--- src/rtl/msc_pkg.sv ---
// Shared types, symbol and request codes, and the Morse code table for the codec.
// No dependencies; used by msc_enc, msc_dec and morse_symbol_codec_core.
package msc_pkg;

    // request kinds
    localparam logic [1:0] KIND_ENC   = 2'd0;
    localparam logic [1:0] KIND_DEC   = 2'd1;
    localparam logic [1:0] KIND_FLUSH = 2'd2;

    // symbol codes
    localparam logic [2:0] SYM_DOT    = 3'd0;
    localparam logic [2:0] SYM_DASH   = 3'd1;
    localparam logic [2:0] SYM_UNIT   = 3'd2;
    localparam logic [2:0] SYM_LETTER = 3'd3;
    localparam logic [2:0] SYM_WORD   = 3'd4;

    localparam int PATTERN_MAX_DEF = 5;
    localparam int CODE_MAX_LEN    = 5;
    localparam int NUM_CODES       = 36;
    localparam int NUM_LETTERS     = 26;

    localparam logic [7:0] ASCII_SPACE  = 8'h20;
    localparam logic [7:0] ASCII_UPPER_A = 8'h41;
    localparam logic [7:0] ASCII_UPPER_Z = 8'h5A;
    localparam logic [7:0] ASCII_LOWER_A = 8'h61;
    localparam logic [7:0] ASCII_LOWER_Z = 8'h7A;
    localparam logic [7:0] ASCII_ZERO   = 8'h30;
    localparam logic [7:0] ASCII_NINE   = 8'h39;
    localparam logic [7:0] CASE_OFFSET  = 8'h20;
    localparam logic [5:0] IDX_E        = 6'd4;

    localparam logic [6:0] CHAR_SPACE = 7'h20;
    localparam logic [6:0] CHAR_NULL  = 7'h00;
    localparam logic [6:0] CHAR_A     = 7'h41;
    localparam logic [6:0] CHAR_ZERO  = 7'h30;

    // element i in bits[i], 1 = dash
    typedef struct packed {
        logic [2:0] len;
        logic [4:0] bits;
    } t_code;

    typedef struct packed {
        logic       valid;
        logic       is_char;
        logic [2:0] sym;
        logic [6:0] ch;
        logic       last;
    } t_res;

    // letters A-Z at 0..25, digits 0-9 at 26..35
    function automatic t_code morse_code(input logic [5:0] idx);
        t_code c;
        unique case (idx)
            6'd0:  c = '{3'd2, 5'b00010};
            6'd1:  c = '{3'd4, 5'b00001};
            6'd2:  c = '{3'd4, 5'b00101};
            6'd3:  c = '{3'd3, 5'b00001};
            6'd4:  c = '{3'd1, 5'b00000};
            6'd5:  c = '{3'd4, 5'b00100};
            6'd6:  c = '{3'd3, 5'b00011};
            6'd7:  c = '{3'd4, 5'b00000};
            6'd8:  c = '{3'd2, 5'b00000};
            6'd9:  c = '{3'd4, 5'b01110};
            6'd10: c = '{3'd3, 5'b00101};
            6'd11: c = '{3'd4, 5'b00010};
            6'd12: c = '{3'd2, 5'b00011};
            6'd13: c = '{3'd2, 5'b00001};
            6'd14: c = '{3'd3, 5'b00111};
            6'd15: c = '{3'd4, 5'b00110};
            6'd16: c = '{3'd4, 5'b01011};
            6'd17: c = '{3'd3, 5'b00010};
            6'd18: c = '{3'd3, 5'b00000};
            6'd19: c = '{3'd1, 5'b00001};
            6'd20: c = '{3'd3, 5'b00100};
            6'd21: c = '{3'd4, 5'b01000};
            6'd22: c = '{3'd3, 5'b00110};
            6'd23: c = '{3'd4, 5'b01001};
            6'd24: c = '{3'd4, 5'b01101};
            6'd25: c = '{3'd4, 5'b00011};
            6'd26: c = '{3'd5, 5'b11111};
            6'd27: c = '{3'd5, 5'b11110};
            6'd28: c = '{3'd5, 5'b11100};
            6'd29: c = '{3'd5, 5'b11000};
            6'd30: c = '{3'd5, 5'b10000};
            6'd31: c = '{3'd5, 5'b00000};
            6'd32: c = '{3'd5, 5'b00001};
            6'd33: c = '{3'd5, 5'b00011};
            6'd34: c = '{3'd5, 5'b00111};
            6'd35: c = '{3'd5, 5'b01111};
            default: c = '{3'd1, 5'b00000};
        endcase
        return c;
    endfunction

    // character for a collected pattern, CHAR_NULL when nothing matches
    function automatic logic [6:0] morse_lookup(input logic [2:0] len, input logic [4:0] bits);
        logic [6:0] ch;
        t_code      c;
        ch = CHAR_NULL;
        for (int i = 0; i < NUM_CODES; i++) begin
            c = morse_code(6'(i));
            if (c.len == len && c.bits == bits) begin
                if (i < NUM_LETTERS) begin
                    ch = CHAR_A + 7'(i);
                end else begin
                    ch = CHAR_ZERO + 7'(i - NUM_LETTERS);
                end
            end
        end
        return ch;
    endfunction

endpackage

--- src/rtl/morse_symbol_codec_core.sv ---
// Morse symbol codec. An accepted request's first result is held in the encoder or
// decoder state registers, then in the output register; one result per cycle follows
// while the output is not stalled. Encode emits 1 to 10 results; a dot, dash, unit
// gap, letter gap or out-of-range code with no pattern, or ignored kind emits none;
// the encoder shift register and decoder emit sequencer stall the input.
// Synchronous active-low reset clears the pattern, the encoder history and output valid.
module morse_symbol_codec_core #(
    parameter int PATTERN_MAX = msc_pkg::PATTERN_MAX_DEF
) (
    input  logic       i_clk,
    input  logic       i_rst_n,
    input  logic       i_in_valid,
    output logic       o_in_stall,
    input  logic [1:0] i_kind,
    input  logic [7:0] i_char_in,
    input  logic [2:0] i_symbol_in,
    output logic       o_out_valid,
    input  logic       i_out_stall,
    output logic       o_out_is_char,
    output logic [2:0] o_symbol_out,
    output logic [6:0] o_char_out,
    output logic       o_last
);

    logic          accept;
    logic          take;
    logic          enc_busy;
    logic          dec_busy;
    msc_pkg::t_res enc_res;
    msc_pkg::t_res dec_res;
    msc_pkg::t_res sel_res;

    logic       r_out_valid;
    logic       r_is_char;
    logic [2:0] r_sym;
    logic [6:0] r_ch;
    logic       r_last;

    assign o_in_stall = enc_busy || dec_busy;
    assign accept     = i_in_valid && !o_in_stall;
    // output register free or emptying this cycle
    assign take       = !r_out_valid || !i_out_stall;

    msc_enc u_enc (
        .i_clk   (i_clk),
        .i_rst_n (i_rst_n),
        .i_start (accept && i_kind == msc_pkg::KIND_ENC),
        .i_char  (i_char_in),
        .i_take  (take),
        .o_busy  (enc_busy),
        .o_res   (enc_res)
    );

    msc_dec #(
        .PATTERN_MAX (PATTERN_MAX)
    ) u_dec (
        .i_clk   (i_clk),
        .i_rst_n (i_rst_n),
        .i_start (accept && (i_kind == msc_pkg::KIND_DEC || i_kind == msc_pkg::KIND_FLUSH)),
        .i_flush (i_kind == msc_pkg::KIND_FLUSH),
        .i_sym   (i_symbol_in),
        .i_take  (take),
        .o_busy  (dec_busy),
        .o_res   (dec_res)
    );

    assign sel_res = enc_res.valid ? enc_res : dec_res;

    always_ff @(posedge i_clk) begin
        if (!i_rst_n) begin
            r_out_valid <= 1'b0;
        end else if (take) begin
            r_out_valid <= sel_res.valid;
        end
        if (take) begin
            r_is_char <= sel_res.is_char;
            r_sym     <= sel_res.sym;
            r_ch      <= sel_res.ch;
            r_last    <= sel_res.last;
        end
    end

    assign o_out_valid   = r_out_valid;
    assign o_out_is_char = r_is_char;
    assign o_symbol_out  = r_sym;
    assign o_char_out    = r_ch;
    assign o_last        = r_last;

endmodule

--- src/rtl/msc_enc.sv ---
// Encode path: shifts out a character's Morse elements, unit gaps in between.
// Depends on msc_pkg for the code table, symbol codes and result type.
module msc_enc (
    input  logic             i_clk,
    input  logic             i_rst_n,
    input  logic             i_start,
    input  logic [7:0]       i_char,
    input  logic             i_take,
    output logic             o_busy,
    output msc_pkg::t_res    o_res
);

    logic       r_active, n_active;
    logic       r_word, n_word;
    logic       r_lead, n_lead;
    logic       r_unit, n_unit;
    logic       r_last_elem, n_last_elem;
    logic [4:0] r_bits, n_bits;
    logic [2:0] r_cnt, n_cnt;

    logic [7:0]     upper;
    logic [5:0]     idx;
    msc_pkg::t_code code;

    always_comb begin
        upper = i_char;
        if (i_char >= msc_pkg::ASCII_LOWER_A && i_char <= msc_pkg::ASCII_LOWER_Z) begin
            upper = i_char - msc_pkg::CASE_OFFSET;
        end
        priority if (upper >= msc_pkg::ASCII_UPPER_A && upper <= msc_pkg::ASCII_UPPER_Z) begin
            idx = 6'(upper - msc_pkg::ASCII_UPPER_A);
        end else if (upper >= msc_pkg::ASCII_ZERO && upper <= msc_pkg::ASCII_NINE) begin
            idx = 6'(upper - msc_pkg::ASCII_ZERO) + 6'(msc_pkg::NUM_LETTERS);
        end else begin
            idx = msc_pkg::IDX_E;
        end
        code = msc_pkg::morse_code(idx);
    end

    always_comb begin
        o_res.valid   = r_active;
        o_res.is_char = 1'b0;
        o_res.ch      = msc_pkg::CHAR_NULL;
        priority if (r_word) begin
            o_res.sym = msc_pkg::SYM_WORD;
        end else if (r_lead) begin
            o_res.sym = msc_pkg::SYM_LETTER;
        end else if (r_unit) begin
            o_res.sym = msc_pkg::SYM_UNIT;
        end else begin
            o_res.sym = r_bits[0] ? msc_pkg::SYM_DASH : msc_pkg::SYM_DOT;
        end
        o_res.last = r_word || (!r_lead && !r_unit && r_cnt == 3'd1);
    end

    assign o_busy = r_active;

    always_comb begin
        n_active    = r_active;
        n_word      = r_word;
        n_lead      = r_lead;
        n_unit      = r_unit;
        n_last_elem = r_last_elem;
        n_bits      = r_bits;
        n_cnt       = r_cnt;
        if (i_start) begin
            n_active = 1'b1;
            n_unit   = 1'b0;
            if (upper == msc_pkg::ASCII_SPACE) begin
                n_word      = 1'b1;
                n_lead      = 1'b0;
                n_last_elem = 1'b0;
            end else begin
                n_word      = 1'b0;
                n_lead      = r_last_elem;
                n_last_elem = 1'b1;
                n_bits      = code.bits;
                n_cnt       = code.len;
            end
        end else if (r_active && i_take) begin
            priority if (r_word) begin
                n_word   = 1'b0;
                n_active = 1'b0;
            end else if (r_lead) begin
                n_lead = 1'b0;
            end else if (r_unit) begin
                n_unit = 1'b0;
            end else begin
                // advance to the next element, a unit gap goes first
                n_bits = {1'b0, r_bits[4:1]};
                n_cnt  = r_cnt - 3'd1;
                n_unit = 1'b1;
                if (r_cnt == 3'd1) begin
                    n_active = 1'b0;
                    n_unit   = 1'b0;
                end
            end
        end
    end

    always_ff @(posedge i_clk) begin
        if (!i_rst_n) begin
            r_active    <= 1'b0;
            r_word      <= 1'b0;
            r_lead      <= 1'b0;
            r_unit      <= 1'b0;
            r_last_elem <= 1'b0;
        end else begin
            r_active    <= n_active;
            r_word      <= n_word;
            r_lead      <= n_lead;
            r_unit      <= n_unit;
            r_last_elem <= n_last_elem;
        end
        r_bits <= n_bits;
        r_cnt  <= n_cnt;
    end

endmodule

--- src/rtl/msc_dec.sv ---
// Decode path: collects elements one per request into a pattern register and
// emits the pending character and gap/terminator characters. Depends on msc_pkg.
module msc_dec #(
    parameter int PATTERN_MAX = msc_pkg::PATTERN_MAX_DEF
) (
    input  logic             i_clk,
    input  logic             i_rst_n,
    input  logic             i_start,
    input  logic             i_flush,
    input  logic [2:0]       i_sym,
    input  logic             i_take,
    output logic             o_busy,
    output msc_pkg::t_res    o_res
);

    localparam int LW = $clog2(PATTERN_MAX + 2);
    localparam int IW = $clog2(PATTERN_MAX);

    logic [PATTERN_MAX-1:0] r_bits, n_bits;
    logic [LW-1:0]          r_len, n_len;
    logic                   r_pend, n_pend;
    logic                   r_tail, n_tail;
    logic [6:0]             r_tail_ch, n_tail_ch;

    logic       has_pattern;
    logic [6:0] pat_ch;

    assign has_pattern = (r_len != '0);

    always_comb begin
        if (has_pattern && r_len <= LW'(msc_pkg::CODE_MAX_LEN)) begin
            pat_ch = msc_pkg::morse_lookup(r_len[2:0], r_bits[4:0]);
        end else begin
            pat_ch = msc_pkg::CHAR_NULL;
        end
    end

    assign o_busy = r_pend || r_tail;

    always_comb begin
        o_res.valid   = r_pend || r_tail;
        o_res.is_char = 1'b1;
        o_res.sym     = msc_pkg::SYM_DOT;
        o_res.ch      = r_pend ? pat_ch : r_tail_ch;
        o_res.last    = r_pend ? !r_tail : 1'b1;
    end

    always_comb begin
        n_bits    = r_bits;
        n_len     = r_len;
        n_pend    = r_pend;
        n_tail    = r_tail;
        n_tail_ch = r_tail_ch;
        if (i_start) begin
            if (i_flush) begin
                n_pend    = has_pattern;
                n_tail    = 1'b1;
                n_tail_ch = msc_pkg::CHAR_NULL;
            end else begin
                unique case (i_sym)
                    msc_pkg::SYM_DOT, msc_pkg::SYM_DASH: begin
                        if (r_len < LW'(PATTERN_MAX)) begin
                            if (i_sym == msc_pkg::SYM_DASH) begin
                                n_bits[r_len[IW-1:0]] = 1'b1;
                            end
                            n_len = r_len + LW'(1);
                        end else begin
                            // saturate: over-long pattern
                            n_len = LW'(PATTERN_MAX + 1);
                        end
                    end
                    msc_pkg::SYM_UNIT: begin
                    end
                    msc_pkg::SYM_WORD: begin
                        n_pend    = has_pattern;
                        n_tail    = 1'b1;
                        n_tail_ch = msc_pkg::CHAR_SPACE;
                    end
                    default: begin
                        n_pend = has_pattern;
                    end
                endcase
            end
        end else if (i_take && o_busy) begin
            priority if (r_pend) begin
                n_pend = 1'b0;
                n_bits = '0;
                n_len  = '0;
            end else begin
                n_tail = 1'b0;
            end
        end
    end

    always_ff @(posedge i_clk) begin
        if (!i_rst_n) begin
            r_bits <= '0;
            r_len  <= '0;
            r_pend <= 1'b0;
            r_tail <= 1'b0;
        end else begin
            r_bits <= n_bits;
            r_len  <= n_len;
            r_pend <= n_pend;
            r_tail <= n_tail;
        end
        r_tail_ch <= n_tail_ch;
    end

endmodule

--- config.mk ---
export PLATFORM = sky130hd
export DESIGN_NAME = morse_symbol_codec_core
export DESIGN_NICKNAME = d
export VERILOG_FILES = /design/src/rtl/msc_pkg.sv /design/src/rtl/morse_symbol_codec_core.sv /design/src/rtl/msc_enc.sv /design/src/rtl/msc_dec.sv
export SDC_FILE = /design/constraint.sdc
export NUM_CORES = 1
export LEC_CHECK = 0
export BUFFER_PORTS_ARGS = -buffer_cell sky130_fd_sc_hd__buf_2
export CAP_MARGIN = 25
export CORE_ASPECT_RATIO = 0.6
export CORE_UTILIZATION = 45
export CTS_BUF_LIST = sky130_fd_sc_hd__clkbuf_16
export DETAILED_ROUTE_END_ITERATION = 12
export PLACE_DENSITY = 0.71
export SLEW_MARGIN = 20
export SYNTH_ARGS = -nofsm -noshare
export SYNTH_HDL_FRONTEND = slang
export SYNTH_SLANG_ARGS = --single-unit
--- constraint.sdc ---
create_clock -name i_clk -period 9 [get_ports i_clk]
set_input_delay 1.8 -clock i_clk [delete_from_list [all_inputs] [get_ports i_clk]]
set_output_delay 1.8 -clock i_clk [all_outputs]
set_load 0.005 [all_outputs]
==> impl_metrics.ini <==
[status]
status = finished clean

[detailed_routing]
drtIter0Drc = 329
avgRoutedWirePerCell_um = 16.4
vias = 3191
drc = 0
viasPerCell = 6.10
drt_wl_total_mm = 8.58
ant_nets = 0
first_pass_iters = 5

[synthesis]
ys_warn_count = 0
ys_ff_latch = 37
yosysTopAreaCell = edfxtp_1
synth_top_cell_area_share_pct = 18.7
yosysMostFrequentCell = nor2_1
synth_edf_count = 21
yosysSeqAreaShare_pct = 28.3
syn_nets = 447
ys.flop_type = edfxtp_1
avgSynthCellArea_um2 = 8.25
syn_inst = 408
ys_types = 77
synth.cell_area_um2 = 3360
synth_common_cells = nor2_1, nand2_1, a21oi_1
synthTopCellsByArea = edfxtp_1, dfxtp_1, ha_1
async_flop_share_pct = 0

[grt]
gr-total-overflow = 0
grt_pass1_wl_mm = 14.0
grtUsageTotal_pct = 23.1
grt_start_max_net_pins = 22
grt_pass1_vias = 2711
antenna_found_initial = 0

[clock_tree]
cts_tree = built
path_clk_slew_ns = 0.06
cts_resized = 0
cts_buffer_depth = 2
cts_root_buf = clkbuf_16
clk_latency_ns = 0.27
cts_setup_buffers = 0
numCtsBuffers = 5
holdBufCountCts = 0
clock_sinks = 37
htreeDepth = 2

[timing]
skew_ns = 0.00355
drv_slew = 0
relSlewSlack_pct = 41.5
hold_viol = 0
finalSetupTns_ns = 0
rsz0062_at_grt = false
period_needed_ns = 4.44
fmax_ghz = 0.225
setup_viol = 0
worst_pin_slew_ns = 0.875
fin_crit_sh_pct = 49.4

[place]
dpl.hpwl_mm = 6.56
io_buffers = 30
post-place-cells = 515
routabilityCongestion = 0.938

[min_path]
hold_path.class = register to register

[power_and_ir_drop]
p_leak_nw = 1.41
ir_worst_vdd_uv = 75.4
powerDensity_nw_per_um2 = 129

[floorplanning]
row_count = 23
die_h_um = 69.0
die_x_um = 114
die_area_um2 = 7840
pin_count = 31
fp.coreArea_um2 = 6940
start_util_pct = 48.5

[critical_path]
critPathSlowestCell = a41o_1
critPathKind = primary input to register
arrival_ns = 4.46
worstPathMaxFanout = 11
path_cells = buf_2 -> inv_1 -> ha_1 -> o21ai_0 -> and2_1 -> a41o_1 -> inv_1 -> ha_1 -> nor2_1 -> o21ai_0 -> a31oi_1 -> o22ai_1
end_kind = register
slowest_delay_ns = 0.46
startpoint_type = primary input
cp.required_ns = 9.02

[finish]
drive_gt1_share_pct = 13.9
nNetsFinal = 461
syn2layout_area_growth_pct = 9.97
antenna_cells = 0
fillerInstances = 630
finalNonFillerCells = 523

[run]
cap_viol_max_count = 0
==> critical path: cells and delay by family <==
kind	cells	cell delay (ns)
simple gates	2	0.43
fa+ha+maj	2	0.61
compound gates	5	1.22
buf+inv	3	0.40
==> per-layer routing <==
metal / vias up / track usage, % / routed length, um
met2: 162 / 31.2 / 3130
met5: - / 0 / 0
met1: 1468 / 36.3 / 4600
met4: 0 / 3.45 / 42
met3: 10 / 5.33 / 807
li1: 1551 / - / -
==> power breakdown <==
group | switching (W) | internal [W]
clock network | 0.0000650 | 0.000130
logic | 0.0000546 | 0.0000336
registers | 0.00000752 | 0.000187
total | 0.000127 | 0.000351
==> cells by family after synthesis <==
kind of cell / after synthesis / synth area share, %
mux: 9 / 2.71
compound gates: 131 / 29.0
xor+xnor: 3 / 0.781
fa+ha+maj: 22 / 8.18
flops: 37 / 28.3
buf+inv: 49 / 6.06
simple gates: 157 / 25.0
==> state kept, by name, summed over array words and instances, names as in the netlist <==
register           count
u_dec.r_bits           5
o_out_is_char          1
u_enc.r_word           1
o_out_valid            1
u_enc.r_cnt            3
u_dec.r_tail           1
o_last                 1
u_dec.r_len            3
u_dec.r_tail_ch        1
u_enc.r_last_elem      1
o_char_out             7
o_symbol_out           3
u_enc.r_unit           1
u_enc.r_bits           5
u_dec.r_pend           1
u_enc.r_lead           1
u_enc.o_busy           1
==> layout make-up <==
class	count	area [um2]	area share, %
flip-flops and latches	37	951	25.7
multi-input cells	322	2210	59.7
clock buffers	5	125	3.38
repair buffers	30	150	4.06
well taps	100	125	3.38
inverters	26	97.6	2.64
clock inverters	3	41.3	1.12
==> final timing paths <==
path                startpoint              to  slack (ns)  cells after the start
max               i_char_in[5]  u_enc.r_cnt[1]        4.56                     12
min reg2reg  u_enc.r_last_elem    u_enc.r_lead        0.49                      2
min          u_enc.r_last_elem    u_enc.r_lead        0.49                      2
max reg2reg    u_dec.r_bits[1]   o_char_out[1]        6.33                      7
==> per-stage QoR <==
step | cell area (um2) | utilization [%] | total power, W | hold WS, ns | setup slack (ns)
CTS | 3700 | 53.3 | 0.000479 | 0.492 | 4.64
finish | 3700 | 53.3 | 0.000478 | 0.488 | 4.56
global route | 3700 | 53.3 | 0.000498 | 0.529 | 4.35
floorplan | 3360 | - | 0.000261 | 0.454 | 4.84
detailed placement | 3530 | 50.9 | 0.000284 | 0.479 | 4.36
global placement | 3530 | 50.9 | 0.000284 | 0.463 | 4.50
==> layout by cell type (no fill, tap or decap), drive strengths merged, types with 4 or more instances in the layout <==
cell,count
a211o,4
a211oi,8
a21oi,36
a22oi,4
a311oi,4
a31oi,10
a32oi,4
and2,6
and3,7
buf,30
clkbuf,5
dfxtp,16
edfxtp,21
ha,22
inv,26
mux2i,8
nand2,36
nand2b,11
nand3,16
nor2,43
nor2b,9
nor3,9
nor3b,4
o211ai,6
o21ai,18
o22ai,5
(Power assumes the default switching activity.)
